$ cat src/rtl/tcm_pkg.sv
package tcm_pkg;

   // field widths
   localparam int TORQUE_W = 16;
   localparam int CABLE_W  = 24;
   localparam int TICK_W   = 16;
   localparam int COUNT_W  = 32;
   localparam int RATIO_W  = 10;
   localparam int ZRATIO_W = 7;
   localparam int CSR_IDX_W  = 3;
   localparam int CSR_DATA_W = 24;

   // scaled threshold width: 16 bit signed count times up to 11 bit ratio, plus margin
   localparam int THR_W = 28;

   // divide by ten via reciprocal: exact for magnitudes below 699050
   localparam int          SUM_W        = 20;
   localparam int          MAG_W        = 19;
   localparam int          DIV10_SHIFT  = 22;
   localparam logic [MAG_W-1:0] DIV10_MAGIC = 19'd419431;
   localparam logic [MAG_W-1:0] ROUND_HALF  = 19'd5;

   localparam logic [TICK_W-1:0] TICK_MAX = '1;

   // constant used to undo the truncating percent divide on negative thresholds
   localparam logic signed [THR_W-1:0] PCT_BIAS = 28'sd99;
   localparam logic [7:0] PCT_FULL = 8'd100;

   // register reset values
   localparam logic signed [TORQUE_W-1:0] BOTTOM_RESET  = 16'sd500;
   localparam logic [TICK_W-1:0]          TIMEOUT_RESET = 16'd1000;
   localparam logic [TICK_W-1:0]          FILTER_RESET  = 16'd200;

   // motor direction codes
   localparam logic [1:0] DIR_UP   = 2'd1;
   localparam logic [1:0] DIR_DOWN = 2'd2;

   typedef enum logic [CSR_IDX_W-1:0] {
      CSR_FULL_LOAD   = 3'd0,
      CSR_RISE_RATIO  = 3'd1,
      CSR_DROP_RATIO  = 3'd2,
      CSR_ZERO_RATIO  = 3'd3,
      CSR_IGNORE_ZONE = 3'd4,
      CSR_BOTTOM      = 3'd5,
      CSR_TIMEOUT     = 3'd6,
      CSR_FILTER      = 3'd7
   } csr_index_type;

   typedef enum logic [1:0] {
      STATUS_OK        = 2'd0,
      STATUS_TIMEOUT   = 2'd1,
      STATUS_COLLISION = 2'd2
   } status_type;

   typedef enum logic [2:0] {
      CAUSE_NONE       = 3'd0,
      CAUSE_ZPOINT     = 3'd1,
      CAUSE_RISE       = 3'd2,
      CAUSE_FLOOR      = 3'd3,
      CAUSE_DROP       = 3'd4
   } cause_type;

   typedef struct packed {
      logic                        frame_valid;
      logic signed [TORQUE_W-1:0]  torque_sample;
      logic [1:0]                  direction;
      logic [CABLE_W-1:0]          cable_pos;
      logic                        zero_search;
      logic                        rebase;
   } tcm_req_type;

   typedef struct packed {
      logic [1:0]                  status;
      logic [2:0]                  cause;
      logic                        timeout_warning;
      logic signed [TORQUE_W-1:0]  stable_torque;
      logic [COUNT_W-1:0]          frame_count;
   } tcm_rsp_type;

   typedef struct packed {
      logic signed [TORQUE_W-1:0]  full_load_torque;
      logic [RATIO_W-1:0]          rise_ratio;
      logic [RATIO_W-1:0]          drop_ratio;
      logic [ZRATIO_W-1:0]         zero_ratio;
      logic [CABLE_W-1:0]          ignore_zone;
      logic signed [TORQUE_W-1:0]  floor_torque;
      logic [TICK_W-1:0]           timeout_ticks;
      logic [TICK_W-1:0]           filter_interval;
   } tcm_cfg_type;

   // limits in the x100 domain: value*100 > limit matches value > trunc(p/100)
   typedef struct packed {
      logic signed [THR_W-1:0]     zpoint_limit;
      logic signed [THR_W-1:0]     rise_limit;
      logic signed [THR_W-1:0]     drop_limit;
   } tcm_thr_type;

   // work carried from the state update stage to the decision stage
   typedef struct packed {
      logic                        timeout;
      logic                        warn;
      logic signed [TORQUE_W-1:0]  current_torque;
      logic signed [TORQUE_W-1:0]  stable_torque;
      logic [1:0]                  direction;
      logic                        cable_ok;
      logic                        zero_search;
      logic [COUNT_W-1:0]          frame_count;
   } tcm_mid_type;

endpackage

$ cat src/rtl/tcm_regs.sv
module tcm_regs import tcm_pkg::*; (
   input  logic                  clock,
   input  logic                  reset,
   input  logic                  csr_write_en,
   input  logic [CSR_IDX_W-1:0]  csr_index,
   input  logic [CSR_DATA_W-1:0] csr_wdata,
   output tcm_cfg_type           cfg,
   output tcm_thr_type           thr
);

   tcm_cfg_type cfg_ff;
   tcm_thr_type thr_ff;
   tcm_thr_type thr_in;

   logic signed [THR_W-1:0] full_x;
   logic signed [THR_W-1:0] zero_pct;
   logic signed [THR_W-1:0] rise_pct;
   logic signed [THR_W-1:0] drop_pct;
   logic signed [THR_W-1:0] zero_p;
   logic signed [THR_W-1:0] rise_p;
   logic signed [THR_W-1:0] drop_p;

   always_ff @(posedge clock) begin
      if (reset) begin
         cfg_ff.full_load_torque <= '0;
         cfg_ff.rise_ratio       <= '0;
         cfg_ff.drop_ratio       <= '0;
         cfg_ff.zero_ratio       <= '0;
         cfg_ff.ignore_zone      <= '0;
         cfg_ff.floor_torque     <= BOTTOM_RESET;
         cfg_ff.timeout_ticks    <= TIMEOUT_RESET;
         cfg_ff.filter_interval  <= FILTER_RESET;
      end else if (csr_write_en) begin
         case (csr_index_type'(csr_index))
            CSR_FULL_LOAD:   cfg_ff.full_load_torque <= csr_wdata[TORQUE_W-1:0];
            CSR_RISE_RATIO:  cfg_ff.rise_ratio       <= csr_wdata[RATIO_W-1:0];
            CSR_DROP_RATIO:  cfg_ff.drop_ratio       <= csr_wdata[RATIO_W-1:0];
            CSR_ZERO_RATIO:  cfg_ff.zero_ratio       <= csr_wdata[ZRATIO_W-1:0];
            CSR_IGNORE_ZONE: cfg_ff.ignore_zone      <= csr_wdata[CABLE_W-1:0];
            CSR_BOTTOM:      cfg_ff.floor_torque     <= csr_wdata[TORQUE_W-1:0];
            CSR_TIMEOUT:     cfg_ff.timeout_ticks    <= csr_wdata[TICK_W-1:0];
            CSR_FILTER:      cfg_ff.filter_interval  <= csr_wdata[TICK_W-1:0];
            default: ;
         endcase
      end
   end

   // full load times percent, then bias negatives so a plain compare matches truncation
   always_comb begin
      full_x   = THR_W'(cfg_ff.full_load_torque);
      zero_pct = $signed(THR_W'(PCT_FULL) + THR_W'(cfg_ff.zero_ratio));
      rise_pct = $signed(THR_W'(cfg_ff.rise_ratio));
      drop_pct = $signed(THR_W'(cfg_ff.drop_ratio));
      zero_p   = full_x * zero_pct;
      rise_p   = full_x * rise_pct;
      drop_p   = full_x * drop_pct;
      thr_in.zpoint_limit = zero_p[THR_W-1] ? zero_p + PCT_BIAS : zero_p;
      thr_in.rise_limit   = rise_p[THR_W-1] ? rise_p + PCT_BIAS : rise_p;
      thr_in.drop_limit   = drop_p[THR_W-1] ? drop_p + PCT_BIAS : drop_p;
   end

   always_ff @(posedge clock) begin
      if (reset) begin
         thr_ff <= '0;
      end else begin
         thr_ff <= thr_in;
      end
   end

   assign cfg = cfg_ff;
   assign thr = thr_ff;

endmodule

$ cat src/rtl/tcm_track.sv
module tcm_track import tcm_pkg::*; (
   input  logic        clock,
   input  logic        reset,
   input  tcm_cfg_type cfg,
   input  logic        req_valid,
   output logic        req_ready,
   input  tcm_req_type req_item,
   output logic        mid_valid,
   input  logic        mid_ready,
   output tcm_mid_type mid_item
);

   logic        stg_valid_ff;
   tcm_req_type stg_item_ff;
   logic        mid_valid_ff;
   tcm_mid_type mid_item_ff;
   tcm_mid_type mid_item_in;

   logic signed [TORQUE_W-1:0] cur_torque_ff, cur_torque_in;
   logic signed [TORQUE_W-1:0] stable_ff, stable_in;
   logic [TICK_W-1:0]          since_frame_ff, since_frame_in;
   logic [TICK_W-1:0]          since_filter_ff, since_filter_in;
   logic                       reported_ff, reported_in;
   logic [COUNT_W-1:0]         frames_ff, frames_in;

   logic                       mid_take;
   logic                       stg_adv;
   logic [TICK_W-1:0]          filter_inc;
   logic                       filter_due;
   logic signed [SUM_W-1:0]    sum;
   logic [MAG_W-1:0]           mag;
   logic [2*MAG_W-1:0]         quot_prod;
   logic [TORQUE_W-1:0]        quot;
   logic signed [TORQUE_W-1:0] filtered;
   logic                       timeout;

   assign mid_take  = !mid_valid_ff || mid_ready;
   assign stg_adv   = stg_valid_ff && mid_take;
   assign req_ready = !stg_valid_ff || mid_take;

   always_comb begin
      // frame capture or watchdog count
      if (stg_item_ff.frame_valid) begin
         cur_torque_in  = stg_item_ff.torque_sample;
         frames_in      = frames_ff + COUNT_W'(1);
         since_frame_in = '0;
      end else begin
         cur_torque_in  = cur_torque_ff;
         frames_in      = frames_ff;
         since_frame_in = (since_frame_ff == TICK_MAX) ? since_frame_ff
                                                        : since_frame_ff + TICK_W'(1);
      end

      // 8:2 low-pass, rounded to nearest with halves away from zero
      filter_inc = (since_filter_ff == TICK_MAX) ? since_filter_ff
                                                  : since_filter_ff + TICK_W'(1);
      filter_due = filter_inc >= cfg.filter_interval;
      sum        = (SUM_W'(stable_ff) <<< 3) + (SUM_W'(cur_torque_in) <<< 1);
      mag        = sum[SUM_W-1] ? MAG_W'(-sum) + ROUND_HALF : MAG_W'(sum) + ROUND_HALF;
      quot_prod  = {{MAG_W{1'b0}}, mag} * {{MAG_W{1'b0}}, DIV10_MAGIC};
      quot       = quot_prod[DIV10_SHIFT +: TORQUE_W];
      filtered   = sum[SUM_W-1] ? $signed(-quot) : $signed(quot);

      since_filter_in = filter_due ? '0 : filter_inc;
      if (stg_item_ff.rebase) begin
         stable_in = cur_torque_in;
      end else if (filter_due) begin
         stable_in = filtered;
      end else begin
         stable_in = stable_ff;
      end

      // watchdog, warned once per outage
      timeout = since_frame_in >= cfg.timeout_ticks;
      if (timeout) begin
         reported_in = 1'b1;
      end else if (stg_item_ff.frame_valid) begin
         reported_in = 1'b0;
      end else begin
         reported_in = reported_ff;
      end

      mid_item_in.timeout        = timeout;
      mid_item_in.warn           = timeout && (stg_item_ff.frame_valid || !reported_ff);
      mid_item_in.current_torque = cur_torque_in;
      mid_item_in.stable_torque  = stable_in;
      mid_item_in.direction      = stg_item_ff.direction;
      mid_item_in.cable_ok       = stg_item_ff.cable_pos >= cfg.ignore_zone;
      mid_item_in.zero_search    = stg_item_ff.zero_search;
      mid_item_in.frame_count    = frames_in;
   end

   always_ff @(posedge clock) begin
      if (reset) begin
         stg_valid_ff    <= 1'b0;
         mid_valid_ff    <= 1'b0;
         cur_torque_ff   <= '0;
         stable_ff       <= '0;
         since_frame_ff  <= '0;
         since_filter_ff <= '0;
         reported_ff     <= 1'b0;
         frames_ff       <= '0;
      end else begin
         if (req_ready) begin
            stg_valid_ff <= req_valid;
         end
         if (mid_take) begin
            mid_valid_ff <= stg_valid_ff;
         end
         if (stg_adv) begin
            cur_torque_ff   <= cur_torque_in;
            stable_ff       <= stable_in;
            since_frame_ff  <= since_frame_in;
            since_filter_ff <= since_filter_in;
            reported_ff     <= reported_in;
            frames_ff       <= frames_in;
         end
      end
   end

   always_ff @(posedge clock) begin
      if (req_valid && req_ready) begin
         stg_item_ff <= req_item;
      end
      if (stg_adv) begin
         mid_item_ff <= mid_item_in;
      end
   end

   assign mid_valid = mid_valid_ff;
   assign mid_item  = mid_item_ff;

endmodule

$ cat src/rtl/tcm_judge.sv
module tcm_judge import tcm_pkg::*; (
   input  logic        clock,
   input  logic        reset,
   input  tcm_cfg_type cfg,
   input  tcm_thr_type thr,
   input  logic        mid_valid,
   output logic        mid_ready,
   input  tcm_mid_type mid_item,
   output logic        rsp_valid,
   input  logic        rsp_ready,
   output tcm_rsp_type rsp_item
);

   logic        rsp_valid_ff;
   tcm_rsp_type rsp_item_ff;
   tcm_rsp_type rsp_item_in;

   logic signed [TORQUE_W:0] diff;
   logic signed [THR_W-1:0]  cur100;
   logic signed [THR_W-1:0]  diff100;
   logic signed [THR_W-1:0]  ndiff100;
   logic                     zero_hit;
   logic                     rise_hit;
   logic                     drop_hit;
   logic                     floor_hit;
   cause_type                cause;
   status_type               status;

   function automatic logic signed [THR_W-1:0] mul100(input logic signed [THR_W-1:0] x);
      return (x <<< 6) + (x <<< 5) + (x <<< 2);
   endfunction

   always_comb begin
      diff      = (TORQUE_W+1)'(mid_item.current_torque) - (TORQUE_W+1)'(mid_item.stable_torque);
      cur100    = mul100(THR_W'(mid_item.current_torque));
      diff100   = mul100(THR_W'(diff));
      ndiff100  = -diff100;
      zero_hit  = cur100 > thr.zpoint_limit;
      rise_hit  = diff100 > thr.rise_limit;
      drop_hit  = ndiff100 > thr.drop_limit;
      floor_hit = mid_item.current_torque <= cfg.floor_torque;

      cause = CAUSE_NONE;
      if (!mid_item.timeout && mid_item.cable_ok) begin
         if (mid_item.direction == DIR_UP) begin
            // above the zero limit: flagged unless homing, rise check skipped either way
            if (zero_hit) begin
               cause = mid_item.zero_search ? CAUSE_NONE : CAUSE_ZPOINT;
            end else if (rise_hit) begin
               cause = CAUSE_RISE;
            end
         end else if (mid_item.direction == DIR_DOWN) begin
            if (floor_hit) begin
               cause = CAUSE_FLOOR;
            end else if (drop_hit) begin
               cause = CAUSE_DROP;
            end
         end
      end

      if (mid_item.timeout) begin
         status = STATUS_TIMEOUT;
      end else if (cause != CAUSE_NONE) begin
         status = STATUS_COLLISION;
      end else begin
         status = STATUS_OK;
      end

      rsp_item_in.status          = status;
      rsp_item_in.cause           = cause;
      rsp_item_in.timeout_warning = mid_item.warn;
      rsp_item_in.stable_torque   = mid_item.stable_torque;
      rsp_item_in.frame_count     = mid_item.frame_count;
   end

   assign mid_ready = !rsp_valid_ff || rsp_ready;

   always_ff @(posedge clock) begin
      if (reset) begin
         rsp_valid_ff <= 1'b0;
      end else if (mid_ready) begin
         rsp_valid_ff <= mid_valid;
      end
   end

   always_ff @(posedge clock) begin
      if (mid_valid && mid_ready) begin
         rsp_item_ff <= rsp_item_in;
      end
   end

   assign rsp_valid = rsp_valid_ff;
   assign rsp_item  = rsp_item_ff;

endmodule

$ cat src/rtl/torque_collision_monitor.sv
// an accepted item passes the input register, the state update stage and the result register
// throughput: one item per cycle while the result is not stalled; the state update loop adds no bubble
// a stalled result register holds back the two stages in front of it
// reset (synchronous, active high) empties the pipeline, clears the tracking state
// and loads the register defaults; no clearing pass is needed
module torque_collision_monitor import tcm_pkg::*; (
   input  logic                  clock,
   input  logic                  reset,
   input  logic                  req_valid,
   output logic                  req_ready,
   input  tcm_req_type           req_item,
   output logic                  rsp_valid,
   input  logic                  rsp_ready,
   output tcm_rsp_type           rsp_item,
   input  logic                  csr_write_en,
   input  logic [CSR_IDX_W-1:0]  csr_index,
   input  logic [CSR_DATA_W-1:0] csr_wdata
);

   tcm_cfg_type cfg;
   tcm_thr_type thr;
   logic        mid_valid;
   logic        mid_ready;
   tcm_mid_type mid_item;

   // register file plus the scaled collision limits, which are registered anew
   // from the register file settings every cycle
   tcm_regs u_regs (
      .clock        (clock),
      .reset        (reset),
      .csr_write_en (csr_write_en),
      .csr_index    (csr_index),
      .csr_wdata    (csr_wdata),
      .cfg          (cfg),
      .thr          (thr)
   );

   // input register, then frame capture, watchdog, baseline filter and rebase;
   // tracking state is written as the item leaves the input register
   tcm_track u_track (
      .clock     (clock),
      .reset     (reset),
      .cfg       (cfg),
      .req_valid (req_valid),
      .req_ready (req_ready),
      .req_item  (req_item),
      .mid_valid (mid_valid),
      .mid_ready (mid_ready),
      .mid_item  (mid_item)
   );

   // timeout / collision decision into the result register
   tcm_judge u_judge (
      .clock     (clock),
      .reset     (reset),
      .cfg       (cfg),
      .thr       (thr),
      .mid_valid (mid_valid),
      .mid_ready (mid_ready),
      .mid_item  (mid_item),
      .rsp_valid (rsp_valid),
      .rsp_ready (rsp_ready),
      .rsp_item  (rsp_item)
   );

endmodule

$ cat config.mk
export PLATFORM = sky130hd
export DESIGN_NAME = torque_collision_monitor
export DESIGN_NICKNAME = d
export VERILOG_FILES = /design/src/rtl/tcm_pkg.sv /design/src/rtl/tcm_regs.sv /design/src/rtl/tcm_track.sv /design/src/rtl/tcm_judge.sv /design/src/rtl/torque_collision_monitor.sv
export SDC_FILE = /design/constraint.sdc
export NUM_CORES = 2
export LEC_CHECK = 0
export ABC_AREA = 1
export BUFFER_PORTS_ARGS = -buffer_cell sky130_fd_sc_hd__buf_2
export CAP_MARGIN = 20
export CELL_PAD_IN_SITES_DETAIL_PLACEMENT = 1
export CELL_PAD_IN_SITES_GLOBAL_PLACEMENT = 1
export CORE_ASPECT_RATIO = 1.5
export CORE_MARGIN = 5
export CORE_UTILIZATION = 35
export CTS_CLUSTER_SIZE = 30
export DETAILED_ROUTE_END_ITERATION = 7
export GPL_TIMING_DRIVEN = 0
export PLACE_DENSITY = 0.72
export SYNTH_ARGS = -nofsm -noshare
export SYNTH_HDL_FRONTEND = slang
export SYNTH_SLANG_ARGS = --single-unit
$ cat constraint.sdc
create_clock -name clock -period 9 [get_ports clock]
set_clock_uncertainty 0.15 [all_clocks]
set_input_delay 0.9 -clock clock [delete_from_list [all_inputs] [get_ports clock]]
set_output_delay 0.9 -clock clock [all_outputs]
set_load 0.01 [all_outputs]
### After elaboration in Yosys (flattened, before gate mapping)

Cells that the tools add are included.

* register bits after elaboration: 468
* input bits: 77
* output and inout bits: 56
* word-level logic and storage cells: 138

* add/subtract/negate cells: 18
* $mul: 4
* order comparisons: 7
* equal/unequal tests: 11
* multiplexer cells: 24
* bitwise operators: 3
* reduce and logical (&&, ||, !) cells: 29

Operator list (number)
* 16-bit two-way mux: 8
* 28-bit > comparator: 3
* 27-bit two-way mux: 3
* 27-bit by 8-bit adder with 28-bit output, second input constant: 2
* 16-bit by 11-bit multiplier with 27-bit output: 2
* 19-bit by 3-bit adder with 19-bit output, second input constant: 2
* 19-bit by 19-bit multiplier with 38-bit output, second input constant: 1
* 16-bit by 1-bit adder with 16-bit output, second input constant: 2
* 32-bit by 1-bit adder with 32-bit output, second input constant: 1
* 16-bit equality test, second input constant: 2
* 16-bit >= comparator: 2
* 32-bit two-way mux: 1
* 28-bit by 8-bit adder with 28-bit output, second input constant: 1
* 28-bit negator: 1
* 24-bit by 19-bit adder with 25-bit output: 1
* 16-bit by 9-bit multiplier with 25-bit output: 1
* 23-bit by 18-bit adder with 24-bit output: 1
* 23-bit by 22-bit adder with 24-bit output: 1
* 24-bit >= comparator: 1
* 22-bit by 21-bit adder with 23-bit output: 1
* 19-bit by 17-bit adder with 20-bit output: 1
* 19-bit two-way mux: 1
* 19-bit negator: 1
* 2-bit AND reduction: 9
* other kinds (20): 47

### Longest topological paths before layout

* depth in word-level cells: 12
* gate-level depth with buffers: 56
* gate-level depth less buffers: 56

### Hierarchy

A second synthesis with hierarchy kept.

* cell total of the unflattened synthesis: 7452
* area, all modules: 55112.9 µm²

By module, submodules not included
* tcm_regs: instances 1, cells an instance 3831, area an instance 26887.0 µm², seq. area each 3943.8 µm²
* tcm_track: instances 1, cells an instance 2536, area an instance 20154.3 µm², seq. area each 5435.2 µm²
* tcm_judge: instances 1, cells an instance 1085, area an instance 8071.5 µm², seq. area each 1641.6 µm²

### Least setup slack after synthesis

No wires, ideal clock.

* path type: register to register
* start: reg u_track.stg_item_ff[44] (netlist bit)
* end: reg u_track.mid_item_ff, in the netlist u_track.mid_item[50], data pin
* setup time: 0.253 ns
* arrival time: 8.084 ns
* data required time: 8.597 ns
* path slack: 0.512 ns
* stages on the path, launching flop included: 48
* path buffers: 2
* period minus slack after synthesis: 8.488 ns
* path through: edfxtp_1 > inv_1 > clkbuf_1 > or2_2 > o21ai_0 > inv_1 > fa_1 > nand3_1 > nand2_1 > nand2_1 > nand2_2 > nand3_1 > nand3_1 > nand2_1 > clkinv_1 > clkbuf_1 > a22oi_1 > xor2_1 > [... 12 more ...] > nand2_1 > nor2_1 > inv_1 > nor3_1 > nand3_1 > nand3_1 > nand2_1 > nand2_1 > ha_1 > nand3_1 > nor2_1 > nand3_1 > nand2_1 > nand2_1 > nand2_1 > nand3_1 > nand2_1 > nand2_1

RTL lines
* start, declared: line tcm_track.sv:14 `tcm_req_type stg_item_ff;`
* start signal, assigned: line tcm_track.sv:123 `stg_item_ff <= req_item;`
* end signal, assigned: line tcm_track.sv:126 `mid_item_ff <= mid_item_in;`
* end, declared: line tcm_track.sv:16 `tcm_mid_type mid_item_ff;`

### Worst setup path in the final report

* start: reg u_track.stg_item_ff[44] (netlist bit)
* end: reg u_track.stable_ff[12]

* cells in the longest elaborated chain, start to end: 10
* elaborated cells between the ends (all ways): 11
* those cells by class: add/sub: 5; mul: 1; mux: 5

RTL lines
* 16-bit two-way mux *: line tcm_track.sv:43 `if (stg_item_ff.frame_valid) begin`
* net u_track.cur_torque_in[3]: line tcm_track.sv:19 `logic signed [TORQUE_W-1:0] cur_torque_ff, cur_torque_in;`
* 19-bit by 17-bit adder with 20-bit output *: line tcm_track.sv:58 `sum = (SUM_W'(stable_ff) <<< 3) + (SUM_W'(cur_torque_in) <<< 1);`
* 19-bit negator: line tcm_track.sv:59 `mag = sum[SUM_W-1] ? MAG_W'(-sum) + ROUND_HALF : MAG_W'(sum) + ROUND_HALF;`
* 19-bit by 3-bit adder with 19-bit output: line tcm_track.sv:59
* 19-bit two-way mux: line tcm_track.sv:59
* 19-bit by 19-bit multiplier with 38-bit output: line tcm_track.sv:60 `quot_prod = {{MAG_W{1'b0}}, mag} * {{MAG_W{1'b0}}, DIV10_MAGIC};`
* 16-bit negator: line tcm_track.sv:62 `filtered = sum[SUM_W-1] ? $signed(-quot) : $signed(quot);`
* 16-bit two-way mux *: line tcm_track.sv:62
* 16-bit two-way mux *: line tcm_track.sv:67 `end else if (filter_due) begin`
* 16-bit two-way mux *: line tcm_track.sv:65 `if (stg_item_ff.rebase) begin`
* end signal, assigned: line tcm_track.sv:112 `stable_ff <= stable_in;`
* end, declared: line tcm_track.sv:20 `logic signed [TORQUE_W-1:0] stable_ff, stable_in;`

Mark *: on every way through the listed nets, which the timed path passes. The rest lies on a longest branch.
A chain may end at the register's enable or synchronous reset.

==> flow_metrics.env <==
export IMPL_status="finished, violations left"
export IMPL_violations="setup timing"
export IMPL_port_buffers=130
export IMPL_clkSinkCount=468
export IMPL_cts_tree="done"
export IMPL_ys_top_cells_by_area="fa_1 21%, ha_1 13%, inv_1 12%"
export IMPL_place_congestion=0.932
export IMPL_die_h_um=483
export IMPL_final_cells=9139
export IMPL_tightest_slew_ps=1190
export IMPL_yosys_cell_types_count=64
export IMPL_max_cap_violations=0
export IMPL_grt_max_degree=56
export IMPL_clk_pin_slew_ps=60
export IMPL_clk_latency_ps=680
export IMPL_drc=0
export IMPL_hold_path_depth=1
export IMPL_holdBufCountCts=0
export IMPL_synthToLayoutAreaGrowth_pct=18.2
export IMPL_maxSlewViolCount=0
export IMPL_synth_edf_count=169
export IMPL_yosys_warnings=0
export IMPL_required_ps=9430
export IMPL_max_slew_margin_pct=20.4
export IMPL_crit_fanout=6
export IMPL_track_usage_pct=24.2
export IMPL_cts_root_buffer="clkbuf_16"
export IMPL_synthMuxAreaShare_pct=0
export IMPL_synth_area_sq_um=52300
export IMPL_synth_top_area_share_pct=21.3
export IMPL_drt_iter0_drc=2102
export IMPL_die_area_sq_um=157000
export IMPL_wl_um=199000
export IMPL_final_common_cell="inv_1"
export IMPL_fin_crit_ps=9290
export IMPL_synth_area_per_cell_sq_um=7.72
export IMPL_timing_rr_start="u_track.stg_item_ff[44]"
export IMPL_final_cell_mix="1620 x inv_1, 1113 x nand2_1, 545 x fa_1, 503 x ha_1, 421 x nor2_1"
export IMPL_r2r_end="u_track.stable_ff[12]"
export IMPL_rsz0062_at_grt="yes"
export IMPL_final_nets=8353
export IMPL_drive_gt1_share_pct=13.7
export IMPL_grt_pass1_vias=50900
export IMPL_cpPeakStageDelay_ps=560
export IMPL_synth_compound_area_share_pct=9.85
export IMPL_grt_pass1_wl_um=294000
export IMPL_synth_fa_ha_area_share_pct=34.6
export IMPL_critPathLaunch="u_track.stg_item_ff[44]"
export IMPL_yosys_area_share_simple_pct=17.0
export IMPL_die_width_um=326
export IMPL_yosys_area_top_type="fa_1"
export IMPL_synth_seq_cells=468
export IMPL_syn_inst=6774
export IMPL_drt_pass1_iter_count=6
export IMPL_arrival_ps=9720
export IMPL_post_route_period_util_pct=103
export IMPL_overflow=0
export IMPL_synth_xor_area_share_pct=3.72
export IMPL_antenna_found_initial=9
export IMPL_worstHoldPathType="input pin to register"
export IMPL_start_util_pct=35.2
export IMPL_cts_max_path_buffers=3
export IMPL_cp_start_kind="register"
export IMPL_r2r_slack_ps=-290
export IMPL_endpoint_kind="register"
export IMPL_synth_top_family_by_area="adder cells"
export IMPL_io_pins=133
export IMPL_synthArstFlopShare_pct=0
export IMPL_vias=46400
export IMPL_viasPerCell=5.08
export IMPL_hp_start="req_item[29]"
export IMPL_rows=173
export IMPL_critical_path_class="register to register"
export IMPL_dp_cells=8839
export IMPL_synth_ff_type="dfxtp_1"
export IMPL_htreeDepth=2
export IMPL_ant_nets=0
export IMPL_wire_per_inst_um=21.8
export IMPL_detailed_place_hpwl_um=159000
export IMPL_holdPathEnd="u_track.stg_item_ff[29]"
export IMPL_fmax_mhz=108
export IMPL_crit_slowest_cell="fa_1"
export IMPL_yosysSeqAreaShare_pct=21.1
export IMPL_numCtsBuffers=55
export IMPL_ff2ff_path_depth=47
export IMPL_syn_nets=7963
export IMPL_fp_coreArea_sq_um=148000
export IMPL_layout_setup_ws_ps=-288
export IMPL_setup_viol=30
export IMPL_hold_viol=0
==> how the worst max path moves through the flow <==
| stage | slack [ps] | cells past startpoint | end |
|---|---|---|---|
| finish | -290 | 47 | u_track.stable_ff[12] |
| global route | -670 | 49 | u_track.stable_ff[4] |
| CTS | 1 | 49 | u_track.mid_item[50] |
| detailed placement | -2460 | 45 | u_track.mid_item[50] |
| global placement | -2350 | 45 | u_track.mid_item[50] |
| floorplan | 510 | 47 | u_track.mid_item[50] |
==> synthesized netlist by cell type (5+ instances only) <==
master	n
inv_1	1694
nand2_1	1243
fa_1	557
ha_1	555
nor2_1	468
a21oi_1	413
o21ai_0	335
dfxtp_1	299
nand3_1	195
edfxtp_1	169
clkbuf_1	166
xor2_1	155
nor3_1	87
xnor2_1	54
nand4_1	49
a211oi_1	32
o211ai_1	27
or2_2	22
o21a_1	19
o21bai_1	18
a21o_1	13
o21ai_1	13
nor4_1	12
buf_1	10
buf_2	10
inv_2	10
nand2_2	10
nand3b_1	10
nor2_2	10
a22oi_1	9
a31oi_1	7
clkinv_1	7
xor2_2	7
a21boi_0	6
nor3_2	6
o21ai_2	6
and3_1	5
nand3_2	5
o2111ai_1	5
==> area by class of cell <==
cell class / count / area [sq um]
Clock buffer: 76 / 1580
Fill cell: 18000 / 86700
Tap cell: 1925 / 2410
Antenna cell: 4 / 10.0
Sequential cell: 468 / 11100
Multi-Input combinational cell: 4408 / 36800
Buffer: 186 / 772
Clock inverter: 27 / 318
Timing Repair Buffer: 334 / 2450
Inverter: 1711 / 6460
==> critical path: cells and delay by family (launching register included) <==
kind | cells | cell delay, ps
AOI/OAI and AO/OA | 2 | 400
and+or+nand+nor | 22 | 2380
buffers and inverters | 12 | 1370
adders and majority gates | 9 | 3790
xor gates and xnor gates | 2 | 640
DFF | 1 | 470
==> metal layers <==
metal / vias to the layer above / routed length, um / GRT usage [%]
li1: 21600 / - / -
met1: 23100 / 70400 / 24.7
met2: 1133 / 103000 / 46.1
met3: 620 / 7160 / 2.41
met4: 2 / 18800 / 16.4
met5: - / 12 / 0
==> logic make-up (layout without fill, tap and decap cells) <==
family,count (synthesis),after routing
other,0,4
AND/OR/NAND/NOR,2146,2146
flip-flops,468,468
adder cells (fa/ha/maj),1112,1112
buffers and inverters,1898,2334
AO/OA/AOI/OAI,934,934
XOR/XNOR,216,216
==> stage by stage <==
stage | setup TNS (ps) | utilization, % | hold WS, ps | cell area (sq um) | worst slack (ps)
floorplan | 0 | - | 250 | 52300 | 512
global placement | -66700 | 37.3 | 255 | 55400 | -2350
detailed placement | -70060 | 37.4 | 256 | 55600 | -2460
CTS | 0 | 40.2 | 181 | 59700 | 1.45
global route | -15740 | 41.6 | 209 | 61800 | -674
finish | -5720 | 41.6 | 247 | 61800 | -288
==> registers in the layout, summed over array words and instances, names as in the netlist <==
| name | flops |
|---|---|
| u_track.frames_ff | 32 |
| u_track.mid_valid | 1 |
| u_track.since_filter_ff | 16 |
| u_track.reported_ff | 1 |
| u_judge.rsp_valid | 1 |
| u_track.cur_torque_ff | 16 |
| u_judge.rsp_item | 54 |
| u_track.stg_valid_ff | 1 |
| u_regs.cfg | 115 |
| u_track.since_frame_ff | 16 |
| u_regs.thr | 84 |
| u_track.stable_ff | 16 |
| u_track.stg_item_ff | 42 |
| u_track.mid_item_in | 3 |
| u_track.mid_item | 70 |
==> repair_timing <==
action / 4_1_cts / 5_1_grt
pin swaps: 105 / 218
endpoints found under the setup margin: 32 / 34
gates cloned: 1 / 0
buffers inserted: 88 / 107
resized for setup: 385 / 337
Power is not shown: default switching activity piles up to over one toggle a cycle in this logic, so the estimate is an artifact.
